==> src/rtl/aidp_pkg.sv <==
// Shared types, character constants and character-class functions of the account ID parser.
package aidp_pkg;

    // Character constants.
    localparam logic [7:0] CHAR_ZERO   = 8'h30;
    localparam logic [7:0] CHAR_NINE   = 8'h39;
    localparam logic [7:0] CHAR_EQUAL  = 8'h3D;
    localparam logic [7:0] CHAR_COLON  = 8'h3A;
    localparam logic [7:0] CHAR_DASH   = 8'h2D;
    localparam logic [7:0] CHAR_X_UP   = 8'h58;
    localparam logic [7:0] CHAR_X_LOW  = 8'h78;

    // Lengths and positions that the formats depend on.
    localparam logic [4:0] COUNT_MAX    = 5'd31;
    localparam logic [4:0] B64_LEN      = 5'd12;
    localparam logic [4:0] B64_LAST_POS = 5'd10;
    localparam logic [4:0] HEX_DIGITS   = 5'd16;
    localparam logic [4:0] PREFIX_LEN   = 5'd2;

    // Result status codes.
    typedef enum logic [1:0] {
        ST_OK           = 2'd0,
        ST_EMPTY        = 2'd1,
        ST_DEC_OVERFLOW = 2'd2,
        ST_BAD_FORM     = 2'd3
    } status_t;

    // Result format codes.
    typedef enum logic [1:0] {
        FMT_NONE    = 2'd0,
        FMT_BASE64  = 2'd1,
        FMT_DECIMAL = 2'd2,
        FMT_HEX     = 2'd3
    } format_t;

    // Decoded base64 and hex symbols.
    typedef struct packed {
        logic       ok;
        logic [5:0] code;
    } b64_sym_t;

    typedef struct packed {
        logic       ok;
        logic [3:0] code;
    } hex_sym_t;

    // Running state of one text.
    typedef struct packed {
        logic [4:0]  char_count;
        logic        first_is_zero;
        logic        prefix_seen;
        logic [7:0]  prev_char;
        logic        b64_chars_ok;
        logic [63:0] b64_bits;
        logic        digits_only;
        logic [63:0] dec_value;
        logic        dec_overflow;
        logic [63:0] hex_value;
        logic [4:0]  hex_count_all;
        logic        hex_ok_all;
        logic [4:0]  hex_count_tail;
        logic        hex_ok_tail;
    } aidp_state_t;

    localparam aidp_state_t STATE_RESET = '{
        char_count:     5'd0,
        first_is_zero:  1'b0,
        prefix_seen:    1'b0,
        prev_char:      8'h00,
        b64_chars_ok:   1'b1,
        b64_bits:       64'd0,
        digits_only:    1'b1,
        dec_value:      64'd0,
        dec_overflow:   1'b0,
        hex_value:      64'd0,
        hex_count_all:  5'd0,
        hex_ok_all:     1'b1,
        hex_count_tail: 5'd0,
        hex_ok_tail:    1'b1
    };

    // Space, TAB, LF, VT, FF and CR are dropped.
    function automatic logic is_space(input logic [7:0] c);
        return (c == 8'h20) || (c inside {[8'h09:8'h0D]});
    endfunction

    // Base64 alphabet, with both the standard and the URL-safe symbols for 62 and 63.
    function automatic b64_sym_t b64_code(input logic [7:0] c);
        b64_sym_t s;
        s.ok = 1'b1;
        if (c inside {[8'h41:8'h5A]}) begin
            s.code = 6'(c - 8'h41);
        end else if (c inside {[8'h61:8'h7A]}) begin
            s.code = 6'(c - 8'd71);
        end else if (c inside {[8'h30:8'h39]}) begin
            s.code = 6'(c + 8'd4);
        end else if (c inside {8'h2B, 8'h2D}) begin
            s.code = 6'd62;
        end else if (c inside {8'h2F, 8'h5F}) begin
            s.code = 6'd63;
        end else begin
            s.ok   = 1'b0;
            s.code = 6'd0;
        end
        return s;
    endfunction

    // Hex digit value, either case.
    function automatic hex_sym_t hex_code(input logic [7:0] c);
        hex_sym_t s;
        s.ok = 1'b1;
        if (c inside {[8'h30:8'h39]}) begin
            s.code = 4'(c - 8'h30);
        end else if (c inside {[8'h61:8'h66]}) begin
            s.code = 4'(c - 8'd87);
        end else if (c inside {[8'h41:8'h46]}) begin
            s.code = 4'(c - 8'd55);
        end else begin
            s.ok   = 1'b0;
            s.code = 4'd0;
        end
        return s;
    endfunction

    // Counter increment that stops at its top value.
    function automatic logic [4:0] sat_inc(input logic [4:0] v);
        return (v == COUNT_MAX) ? v : v + 5'd1;
    endfunction

endpackage

==> src/rtl/aidp_scan.sv <==
// Per-character state update of the account ID parser: all three readings advance at once.
module aidp_scan (
    input  logic                 clk,
    input  logic                 rst_n,
    input  logic                 fire,
    input  logic                 has_char,
    input  logic [7:0]           text_char,
    input  logic                 last,
    output aidp_pkg::aidp_state_t post_state
);
    import aidp_pkg::*;

    aidp_state_t state_reg;
    aidp_state_t state_next;
    aidp_state_t upd;
    b64_sym_t    b64;
    hex_sym_t    hex;
    logic        take;
    logic        clear;
    logic        is_sep;
    logic        is_digit;
    logic [4:0]  pos;
    logic [67:0] dec_sum;

    assign take  = fire && has_char && !is_space(text_char);
    assign clear = fire && last;

    // Character classes and the decimal step (value * 10 + digit as shifts and two adds).
    always_comb
    begin
        b64      = b64_code(text_char);
        hex      = hex_code(text_char);
        is_sep   = (text_char == CHAR_COLON) || (text_char == CHAR_DASH);
        is_digit = (text_char >= CHAR_ZERO) && (text_char <= CHAR_NINE);
        pos      = state_reg.char_count;
        dec_sum  = {1'b0, state_reg.dec_value, 3'b000}
                 + {3'b000, state_reg.dec_value, 1'b0}
                 + 68'(text_char - CHAR_ZERO);
    end

    // State after taking the current character.
    always_comb
    begin
        upd = state_reg;

        if (pos == 5'd0 && text_char == CHAR_ZERO) begin
            upd.first_is_zero = 1'b1;
        end
        if (pos == 5'd1 && state_reg.first_is_zero &&
            (text_char == CHAR_X_LOW || text_char == CHAR_X_UP)) begin
            upd.prefix_seen = 1'b1;
        end

        // Base64 collects 6 bits per character and 4 from the eleventh.
        if (pos <= B64_LAST_POS) begin
            if (!b64.ok) begin
                upd.b64_chars_ok = 1'b0;
            end else if (pos < B64_LAST_POS) begin
                upd.b64_bits = {state_reg.b64_bits[57:0], b64.code};
            end else begin
                upd.b64_bits = {state_reg.b64_bits[59:0], b64.code[5:2]};
            end
        end

        // Decimal overflow is sticky and freezes the value.
        if (!is_digit) begin
            upd.digits_only = 1'b0;
        end else if (!state_reg.dec_overflow) begin
            if (|dec_sum[67:64]) begin
                upd.dec_overflow = 1'b1;
            end else begin
                upd.dec_value = dec_sum[63:0];
            end
        end

        // Hex keeps the last sixteen digits; separators are not counted.
        if (hex.ok) begin
            upd.hex_value = {state_reg.hex_value[59:0], hex.code};
        end
        if (!is_sep) begin
            upd.hex_count_all = sat_inc(state_reg.hex_count_all);
            if (!hex.ok) begin
                upd.hex_ok_all = 1'b0;
            end
            if (pos >= PREFIX_LEN) begin
                upd.hex_count_tail = sat_inc(state_reg.hex_count_tail);
                if (!hex.ok) begin
                    upd.hex_ok_tail = 1'b0;
                end
            end
        end

        upd.prev_char  = text_char;
        upd.char_count = sat_inc(state_reg.char_count);
    end

    // The result sees the state including this word; the last word restarts the text.
    always_comb
    begin
        post_state = take ? upd : state_reg;
        state_next = clear ? STATE_RESET : post_state;
    end

    always_ff @(posedge clk or negedge rst_n)
    begin
        if (!rst_n) begin
            state_reg <= STATE_RESET;
        end else begin
            state_reg <= state_next;
        end
    end

    a_count_order: assert property (@(posedge clk) disable iff (!rst_n)
        state_reg.hex_count_tail <= state_reg.hex_count_all &&
        state_reg.hex_count_all <= state_reg.char_count)
        else $error("hex counts exceed the character count");

    a_prefix_zero: assert property (@(posedge clk) disable iff (!rst_n)
        state_reg.prefix_seen |-> state_reg.first_is_zero)
        else $error("prefix seen without a leading zero");

    a_clear: assert property (@(posedge clk) disable iff (!rst_n)
        clear |=> state_reg.char_count == 5'd0 && state_reg.digits_only &&
                  !state_reg.dec_overflow && state_reg.b64_chars_ok)
        else $error("state not restarted after the last word");

endmodule

==> src/rtl/aidp_result.sv <==
// Format decision and output register of the account ID parser.
module aidp_result (
    input  logic                  clk,
    input  logic                  rst_n,
    input  logic                  emit,
    input  aidp_pkg::aidp_state_t post_state,
    input  logic                  m_tready,
    output logic                  m_tvalid,
    output logic [63:0]           m_tdata,   // account_value[63:0]
    output logic [3:0]            m_tuser,   // status[1:0], format[3:2]
    output logic                  out_free
);
    import aidp_pkg::*;

    status_t     status_next;
    format_t     format_next;
    logic [63:0] value_next;
    logic [63:0] b64_swapped;
    logic        pre;
    status_t     status_reg;
    format_t     format_reg;
    logic [63:0] value_reg;
    logic        m_tvalid_reg;
    logic        m_tvalid_next;

    // Base64 bytes are taken little-endian.
    always_comb
    begin
        for (int i = 0; i < 8; i++) begin
            b64_swapped[8*i +: 8] = post_state.b64_bits[56-8*i +: 8];
        end
    end

    // Forms in priority order: base64, decimal, hex.
    always_comb
    begin
        pre         = post_state.prefix_seen && (post_state.char_count > PREFIX_LEN);
        status_next = ST_BAD_FORM;
        format_next = FMT_NONE;
        value_next  = 64'd0;
        if (post_state.char_count == 5'd0) begin
            status_next = ST_EMPTY;
        end else if (!pre && post_state.char_count == B64_LEN &&
                     post_state.prev_char == CHAR_EQUAL && post_state.b64_chars_ok) begin
            status_next = ST_OK;
            format_next = FMT_BASE64;
            value_next  = b64_swapped;
        end else if (!pre && post_state.digits_only) begin
            if (post_state.dec_overflow) begin
                status_next = ST_DEC_OVERFLOW;
            end else begin
                status_next = ST_OK;
                format_next = FMT_DECIMAL;
                value_next  = post_state.dec_value;
            end
        end else if (pre ? (post_state.hex_count_tail == HEX_DIGITS && post_state.hex_ok_tail)
                         : (post_state.hex_count_all == HEX_DIGITS && post_state.hex_ok_all))
        begin
            status_next = ST_OK;
            format_next = FMT_HEX;
            value_next  = post_state.hex_value;
        end
    end

    // Output word handshake.
    assign out_free      = !m_tvalid_reg || m_tready;
    assign m_tvalid_next = emit ? 1'b1 : (m_tready ? 1'b0 : m_tvalid_reg);

    always_ff @(posedge clk or negedge rst_n)
    begin
        if (!rst_n) begin
            m_tvalid_reg <= 1'b0;
        end else begin
            m_tvalid_reg <= m_tvalid_next;
        end
    end

    always_ff @(posedge clk)
    begin
        if (emit) begin
            status_reg <= status_next;
            format_reg <= format_next;
            value_reg  <= value_next;
        end
    end

    assign m_tvalid = m_tvalid_reg;
    assign m_tdata  = value_reg;
    assign m_tuser  = {format_reg, status_reg};

    a_err_clean: assert property (@(posedge clk) disable iff (!rst_n)
        m_tvalid_reg && status_reg != ST_OK |-> format_reg == FMT_NONE && value_reg == 64'd0)
        else $error("error result carries a format or value");

    a_ok_format: assert property (@(posedge clk) disable iff (!rst_n)
        m_tvalid_reg && status_reg == ST_OK |-> format_reg != FMT_NONE)
        else $error("ok result without a format");

    a_no_overwrite: assert property (@(posedge clk) disable iff (!rst_n)
        emit |-> out_free)
        else $error("result written over a waiting word");

endmodule

==> src/rtl/account_id_text_parser.sv <==
// Top level of the account ID text parser: input register, state update and result register.
// The last input word goes through the input register and then the result register.
// Throughput: one input word per cycle; a result register parts input and output, so input
// stalls only when a last word meets a result word that is still waiting.
// Reset: rst_n clears the handshake registers and returns the parse state to an empty text.
module account_id_text_parser (
    input  logic        clk,
    input  logic        rst_n,
    input  logic        s_tvalid,
    output logic        s_tready,
    input  logic [7:0]  s_tdata,   // text_char[7:0]
    input  logic [0:0]  s_tuser,   // has_char[0]
    input  logic        s_tlast,
    output logic        m_tvalid,
    input  logic        m_tready,
    output logic [63:0] m_tdata,   // account_value[63:0]
    output logic [3:0]  m_tuser    // status[1:0], format[3:2]
);
    import aidp_pkg::*;

    logic        in_valid_reg;
    logic        in_valid_next;
    logic [7:0]  in_char_reg;
    logic        in_has_reg;
    logic        in_last_reg;
    logic        stage_fire;
    logic        out_free;
    logic        s_accept;
    aidp_state_t post_state;

    // A word leaves the input register unless it would produce a result into a full output.
    assign stage_fire    = in_valid_reg && (!in_last_reg || out_free);
    assign s_tready      = !in_valid_reg || stage_fire;
    assign s_accept      = s_tvalid && s_tready;
    assign in_valid_next = s_accept ? 1'b1 : (stage_fire ? 1'b0 : in_valid_reg);

    always_ff @(posedge clk or negedge rst_n)
    begin
        if (!rst_n) begin
            in_valid_reg <= 1'b0;
        end else begin
            in_valid_reg <= in_valid_next;
        end
    end

    always_ff @(posedge clk)
    begin
        if (s_accept) begin
            in_char_reg <= s_tdata;
            in_has_reg  <= s_tuser[0];
            in_last_reg <= s_tlast;
        end
    end

    // Running state of the three readings.
    aidp_scan u_scan (
        .clk        (clk),
        .rst_n      (rst_n),
        .fire       (stage_fire),
        .has_char   (in_has_reg),
        .text_char  (in_char_reg),
        .last       (in_last_reg),
        .post_state (post_state)
    );

    // Decision and output register.
    aidp_result u_result (
        .clk        (clk),
        .rst_n      (rst_n),
        .emit       (stage_fire && in_last_reg),
        .post_state (post_state),
        .m_tready   (m_tready),
        .m_tvalid   (m_tvalid),
        .m_tdata    (m_tdata),
        .m_tuser    (m_tuser),
        .out_free   (out_free)
    );

endmodule
==> config.mk <==
export PLATFORM = sky130hd
export DESIGN_NAME = account_id_text_parser
export DESIGN_NICKNAME = d
export VERILOG_FILES = /design/src/rtl/aidp_pkg.sv /design/src/rtl/aidp_scan.sv /design/src/rtl/aidp_result.sv /design/src/rtl/account_id_text_parser.sv
export SDC_FILE = /design/constraint.sdc
export NUM_CORES = 1
export LEC_CHECK = 0
export BUFFER_PORTS_ARGS = -buffer_cell sky130_fd_sc_hd__buf_2
export CORE_ASPECT_RATIO = 1.4
export CORE_MARGIN = 2
export CORE_UTILIZATION = 50
export DETAILED_ROUTE_END_ITERATION = 7
export HOLD_SLACK_MARGIN = 0.15
export PLACE_DENSITY = 0.69
export RECOVER_POWER = 50
export SLEW_MARGIN = 20
export SYNTH_ARGS = -nofsm -noshare
export SYNTH_HDL_FRONTEND = slang
export SYNTH_SLANG_ARGS = --single-unit
==> constraint.sdc <==
create_clock -name clk -period 6.87 [get_ports clk]
set_input_delay 1.374 -clock clk [delete_from_list [all_inputs] [get_ports clk]]
set_output_delay 1.374 -clock clk [all_outputs]
set_load 0.02 [all_outputs]
* Word-level counts from Yosys, hierarchy flattened
Index checks and enable logic that the tools add are counted.
** Cells by class
- Add/subtract/negate cells :: 12
- Order comparisons :: 14
- Equality and inequality tests :: 17
- Multiplexer cells :: 54
- Reduce and logical (&&, ||, !) cells :: 43
** Operators by type and width (count)
- $mux W64 :: 8
- $mux W222 :: 2
- $mux W65 :: 3
- $add A67 B65 Y68 :: 1
- $add A68 B68 Y68 :: 1
- $eq A8 B6 Y1 const B :: 7
- $mux W6 :: 6
- $le A8 B7 Y1 const B :: 4
- $eq A5 B5 Y1 const B :: 5
- $eq A8 B7 Y1 const B :: 3
- $mux W1 :: 22
- $logic_and A1 B1 Y1 :: 21
- $ge A8 B7 Y1 const B :: 2
- $add A5 B1 Y5 const B :: 3
- $mux W5 :: 3
- $mux W12 :: 1
- $mux W2 :: 6
- $mux W4 :: 3
- $reduce_bool A2 Y1 :: 6
- $logic_not A5 Y1 :: 2
- $sub A8 B6 Y9 const B :: 1
- $ge A8 B4 Y1 const B :: 1
- $ge A8 B6 Y1 const B :: 1
- $le A8 B4 Y1 const B :: 1
- other kinds (17) :: 27
** Word-level totals
- Flip-flop bits (word level) :: 302
- Input bits :: 14
- Output and inout port bits :: 70

* Logic depth before layout (Yosys ltp)
- Depth in word-level cells :: 18
- Mapped depth :: 20

* Modules after synthesis
A second synthesis with hierarchy kept.
** Unflattened totals
- Cells, all modules :: 2312
- Area total of the unflattened synthesis :: 21410.5 µm²
** By module, submodules not included
- aidp_scan :: instances 1, cells each 1891, area an instance 17085.1 µm², sequential area each 5560.3 µm²
- aidp_result :: instances 1, cells each 404, area an instance 3946.3 µm², sequential area each 2067.0 µm²
- account_id_text_parser :: instances 1, cells each 17, area an instance 379.1 µm², sequential area each 325.3 µm²

* Worst setup path after synthesis
Ideal clock, no wire load.
- Kind :: flip-flop to flip-flop
- Start :: register in_char_reg[4]
- End :: register u_result.value_reg[11] (netlist: u_result.m_tdata[11]), data pin
- Library setup time :: 0.260 ns
- Arrival time :: 6.126 ns
- Setup slack :: 0.484 ns
- Cell stages (with the launch flop) :: 20
- Buffers on the path :: 3
- Period minus slack after synthesis :: 6.386 ns
- Path through :: edfxtp_1 -> ha_1 -> or3_1 -> inv_1 -> fa_1 -> ha_1 -> buf_2 -> nand2_1 -> nor4_4 -> nor3_1 -> a21oi_2 -> o21ai_2 -> or4_4 -> o22ai_2 -> o31ai_2 -> nor4_2 -> buf_6 -> buf_12 -> mux2i_1 -> o21ai_1
** Between the ends
- Cells in the longest elaborated chain, start to end :: 14
** RTL lines
- from (decl) :: RTL line account_id_text_parser.sv:23 : logic [7:0] in_char_reg;
- from (signal assigned) :: RTL line account_id_text_parser.sv:49 : in_char_reg <= s_tdata;
- parallel branches: the longest is 8 deep, another holds $add A68 B68 Y68
- $mux W222 * :: RTL line aidp_scan.sv:100 : post_state = take ? upd : state_reg;
- $logic_and A1 B1 Y1 :: RTL line aidp_result.sv:56 : end else if (pre ? (post_state.hex_count_tail == HEX_DIGITS && post_state.hex_ok_tail)
- $mux W1 :: RTL line aidp_result.sv:56
- $mux W64 :: RTL line aidp_result.sv:56
- $mux W64 :: RTL line aidp_result.sv:48 : end else if (!pre && post_state.digits_only) begin
- $mux W64 :: RTL line aidp_result.sv:43 : end else if (!pre && post_state.char_count == B64_LEN &&
- to (signal assigned) :: RTL line aidp_result.sv:83 : value_reg <= value_next;
- to (decl) :: RTL line aidp_result.sv:22 : logic [63:0] value_reg;
Every way passes the cells marked *. The select of a mux whose other input is x is not followed.
A chain may end at the register's enable or synchronous reset.

* Final worst setup path
- Start :: register in_char_reg[4]
- End :: register u_result.value_reg[46] (netlist: u_result.m_tdata[46]), data pin
The elaborated chain is that of the path after synthesis.

==> impl.org <==
** Timing
- Worst-margin pin slew :: 4.49 ns
- Final setup viols :: 0
- Based on the critical path, the design can be clocked at up to 160 MHz.
- Between clock sinks in the finished design, the worst skew comes to 0.0192 ns.
- Across all setup checks in the final design, the least slack found is 0.621 ns.
- The count of endpoints failing hold in the final timing report was 0.
- Post-route minimum period :: approximately 6.2 ns
- Max-slew violation count :: 203
- Unrepaired setup endpoints after global routing :: false
- The worst pin sits at a relative slew slack of -199%.
- After routing, the total negative slack on setup checks comes to 0 ns.
- Tcrit/Tclk final :: about nine tenths

** Logic synthesis
- Share of the synthesized area in the top cell type :: a little over a quarter
- The synthesized netlist contains a little over 90 unique library cells.
- After synthesis, the cell types taking the most area are dfrtp_1 (27%), edfxtp_1 (12%), mux2i_1 (6.4%), fa_1 (6.3%), a21oi_1 (6.1%).
- Share of synthesized area occupied by flip-flops and latches :: 39.6%
- Yosys printed 0 warnings.
- Number of enable-type register cells in the synthesized netlist :: 78
- Nets in the synthesized netlist :: 2326
- The synthesized design spends more area on one cell type than any other, namely dfrtp_1.
- After synthesis, the mean cell area works out to approximately 9.3 sq um.
- After synthesis, the most frequently instantiated cells are nor2_1 (278), nand2_1 (249), a21oi_1 (246).
- Most frequent cell after synthesis :: nor2_1
- After synthesis the netlist holds a flip-flop and latch count of 302.
- After technology mapping, the gate count stands at 2161.
- Mapped cell area :: ~20000 sq um
- After synthesis, the share of flip-flops with an asynchronous set or reset is approximately three quarters.
- Top flip-flop cell by instance count after synthesis :: dfrtp_1

** Clock tree
- For this design, the sink count on the clock tree is 302.
- In this run the post-CTS setup repair buffer count came out at 0.
- Quantity of hold-fixing buffers added after cts :: 0
- Register clock-pin slew on the reported worst setup and hold paths :: approximately 0.06 ns
- Total clock buffers created by CTS :: 31
- TritonCTS clock tree :: built
- The later pin in the worst-skew pair is clocked with a latency of 0.60 ns.
- Post-cts sizing count :: 0
- The root buffer cell chosen for the clock tree is clkbuf_16.
- CTS built an H-tree with a depth of 1.
- Buffer depth of the longest clock path :: 3

** Power and ir drop
- The worst-case IR drop observed on VDD is 0.000207 V.
- Total power of the final layout :: around 0.0043 W
- Leakage power of the design :: 9.16 nW
- For this design the ratio of total power to cell area is 200 nW/um^2.

** Placement
- DP Area :: 20800 sq um
- The HPWL after detailed placement is 39200 um.
- Final RePlAce weighted congestion :: approximately 0.94
- Minimum setup slack after placement :: 0.788 ns
- Port Buf Inserts :: 83

** Worst setup path
- Library cell contributing the largest single delay on the critical path :: a2111oi_0
- The worst setup path is launched from a flop.
- Largest fanout on the critical path :: 54
- Critical path cell sequence :: ha_1 -> or3_1 -> inv_2 -> fa_1 -> ha_1 -> nand2_1 -> a2111oi_0 -> o21bai_1 -> a21o_1 -> nand2b_1 -> a41o_1 -> nor3_1 -> nor4_4 -> buf_12 -> mux2i_1 -> o21ai_1
- WS Path Type :: flop to flop
- Slack of the worst reg-to-reg path :: 0.62 ns
- At the worst endpoint, the arrival time is 6.57 ns.
- Max incr delay on CP :: 0.94 ns
- Setup crit end kind :: flop
- At the worst endpoint, the required time is 7.19 ns.
- By instance count, the cell type seen most on the critical path is ha_1.

** Cells and area
- Final standard cell area without fillers :: between 20000 and 25000 sq um
- Growth of design area from synthesis to finish :: 8.17%
- The repair_antennas step left the layout with diodes totalling 0.
- Fraction of layout instances using a drive strength above 1 :: approximately 5.6%
- Count of nets after finishing :: between 2000 and 2500
- The register with the most flip-flops in the layout has around 220 of them.
- After filler insertion, the fill cell instance count of the layout stands at 3569.

** Die
- The die covers between 40000 and 50000 sq um.
- In this run the horizontal extent of the chip is 173 um.
- Die span in y :: 241 um
- Site row count :: 86
- The core region is 39500 sq um.
- 84 I/O pins were placed.
- Once the floorplan was initialized, standard cells occupied 50.8% of the core.

** Route
- In the routed layout, each cell is associated on average with a via count of 6.02.
- Dividing the detail-routed wire length by the instance count gives between 20 and 25 um.
- Post-detailed-routing wire length :: between 50000 and 60000 um
- The detailed router finished its first iteration with about 1200 violations.
- Post-route ant nets :: 0
- Via count :: 16400
- Final routed DRC violation total :: 0
- 1st-pass router iterations :: 6

** Run status
- Violated checks :: capacitance limit, slew limit
- Status :: complete, but fails checks

** GRT
- The number of global-route vias before repair is 16300.
- Initial antenna violation count :: 0
- Global routing used between 20% and 30% of the available tracks across all layers.
- Pin count of the biggest net entering global routing :: 156
- Wire length of the first global-routing pass :: 87600 um
- Final global-route overflow total :: 0

** Min path
- The tightest min-delay check is of the flop to flop type.

** Flow run
- The tool flagged a number of max-cap violations equal to 2.
==> metal layers <==
| metal | global-route usage (%) | routed length, um | vias to the layer above |
|---|---|---|---|
| met5 | 0 | 0 | - |
| met4 | 10.1 | 2210 | 0 |
| met3 | 2.43 | 2220 | 123 |
| met2 | 47.2 | 27700 | 445 |
| met1 | 31.9 | 22300 | 8077 |
| li1 | - | - | 7723 |
==> critical path: cells and delay by family, from the launching register on <==
family / cells / cell delay [ns]
simple gates: 5 / 1.11
compound gates: 5 / 1.86
mux: 1 / 0.38
buf+inv: 2 / 0.91
flops: 1 / 0.40
fa+ha+maj: 3 / 1.27
==> cell type report <==
cell class                 count  area [sq um]  area share [%]
clock buffer                  48           941            4.33
sequential                   302          7950            36.6
multi-input combinational   1674         11300            52.2
inverter                      47           176           0.813
clock inverter                10          96.3           0.444
timing repair buffer         108           561            2.58
tap                          528           661            3.04
==> power breakdown <==
part           total (W)  switching [W]  internal (W)  leakage, nW
Combinational   0.000646       0.000446      0.000200         4.79
Clock            0.00173       0.000746      0.000982        0.518
Sequential       0.00197      0.0000574       0.00192         3.85
==> layout by cell type (no fill, tap or decap), types with 8 or more instances in the layout <==
cell type	count
nor2_1	277
nand2_1	249
a21oi_1	246
dfrtp_1	220
mux2i_1	129
ha_1	88
clkbuf_1	80
edfxtp_1	78
o21ai_0	70
o21ai_1	64
o22a_1	63
fa_1	63
inv_1	46
xnor2_1	40
nand4_1	37
clkbuf_16	32
xor2_1	29
nor3_1	27
a21o_1	24
buf_4	20
nand3_1	18
o21a_1	16
a211oi_1	15
a31oi_1	13
and2_1	12
o211ai_1	12
buf_2	12
and3_1	11
nor2b_1	11
nand2b_1	10
o31ai_1	10
or3_1	9
o21bai_1	8
nor3b_1	8
clkbuf_8	8
==> metrics by stage <==
stage | hold slack, ns | instances | util [%]
6_report | 0.464 | 2717 | 55.0
5_1_grt | 0.492 | 2717 | 55.0
4_1_cts | 0.466 | 2717 | 55.3
3_5_place_dp | 0.456 | 2659 | 52.6
3_3_place_gp | 0.453 | 2659 | 52.6
2_1_floorplan | 0.439 | 2161 | -
==> cells by family (layout without fill, tap and decap cells) <==
| kind of cell | count (synthesis) | count (layout) | synth area share (%) |
|---|---|---|---|
| and+or+nand+nor | 718 | 718 | 16.1 |
| adders and majority gates | 151 | 151 | 11.8 |
| muxes | 130 | 130 | 6.51 |
| AOI/OAI and AO/OA | 606 | 606 | 18.8 |
| buffers and inverters | 185 | 213 | 4.17 |
| DFF | 302 | 302 | 39.6 |
| xor gates and xnor gates | 69 | 69 | 3.01 |
==> final timing paths <==
kind | start | endpoint | depth (start not counted)
max | in_char_reg[4] | u_result.m_tdata[46] | 16
min | u_scan.state_reg[6] | u_scan.state_reg[6] | 2
max reg2reg | in_char_reg[4] | u_result.m_tdata[46] | 16
min reg2reg | u_scan.state_reg[6] | u_scan.state_reg[6] | 2
max in group asynchronous | rst_n | u_scan.state_reg[148] | 1
min in group asynchronous | rst_n | u_scan.state_reg[80] | 1
Power figures use the tool's default switching activity.
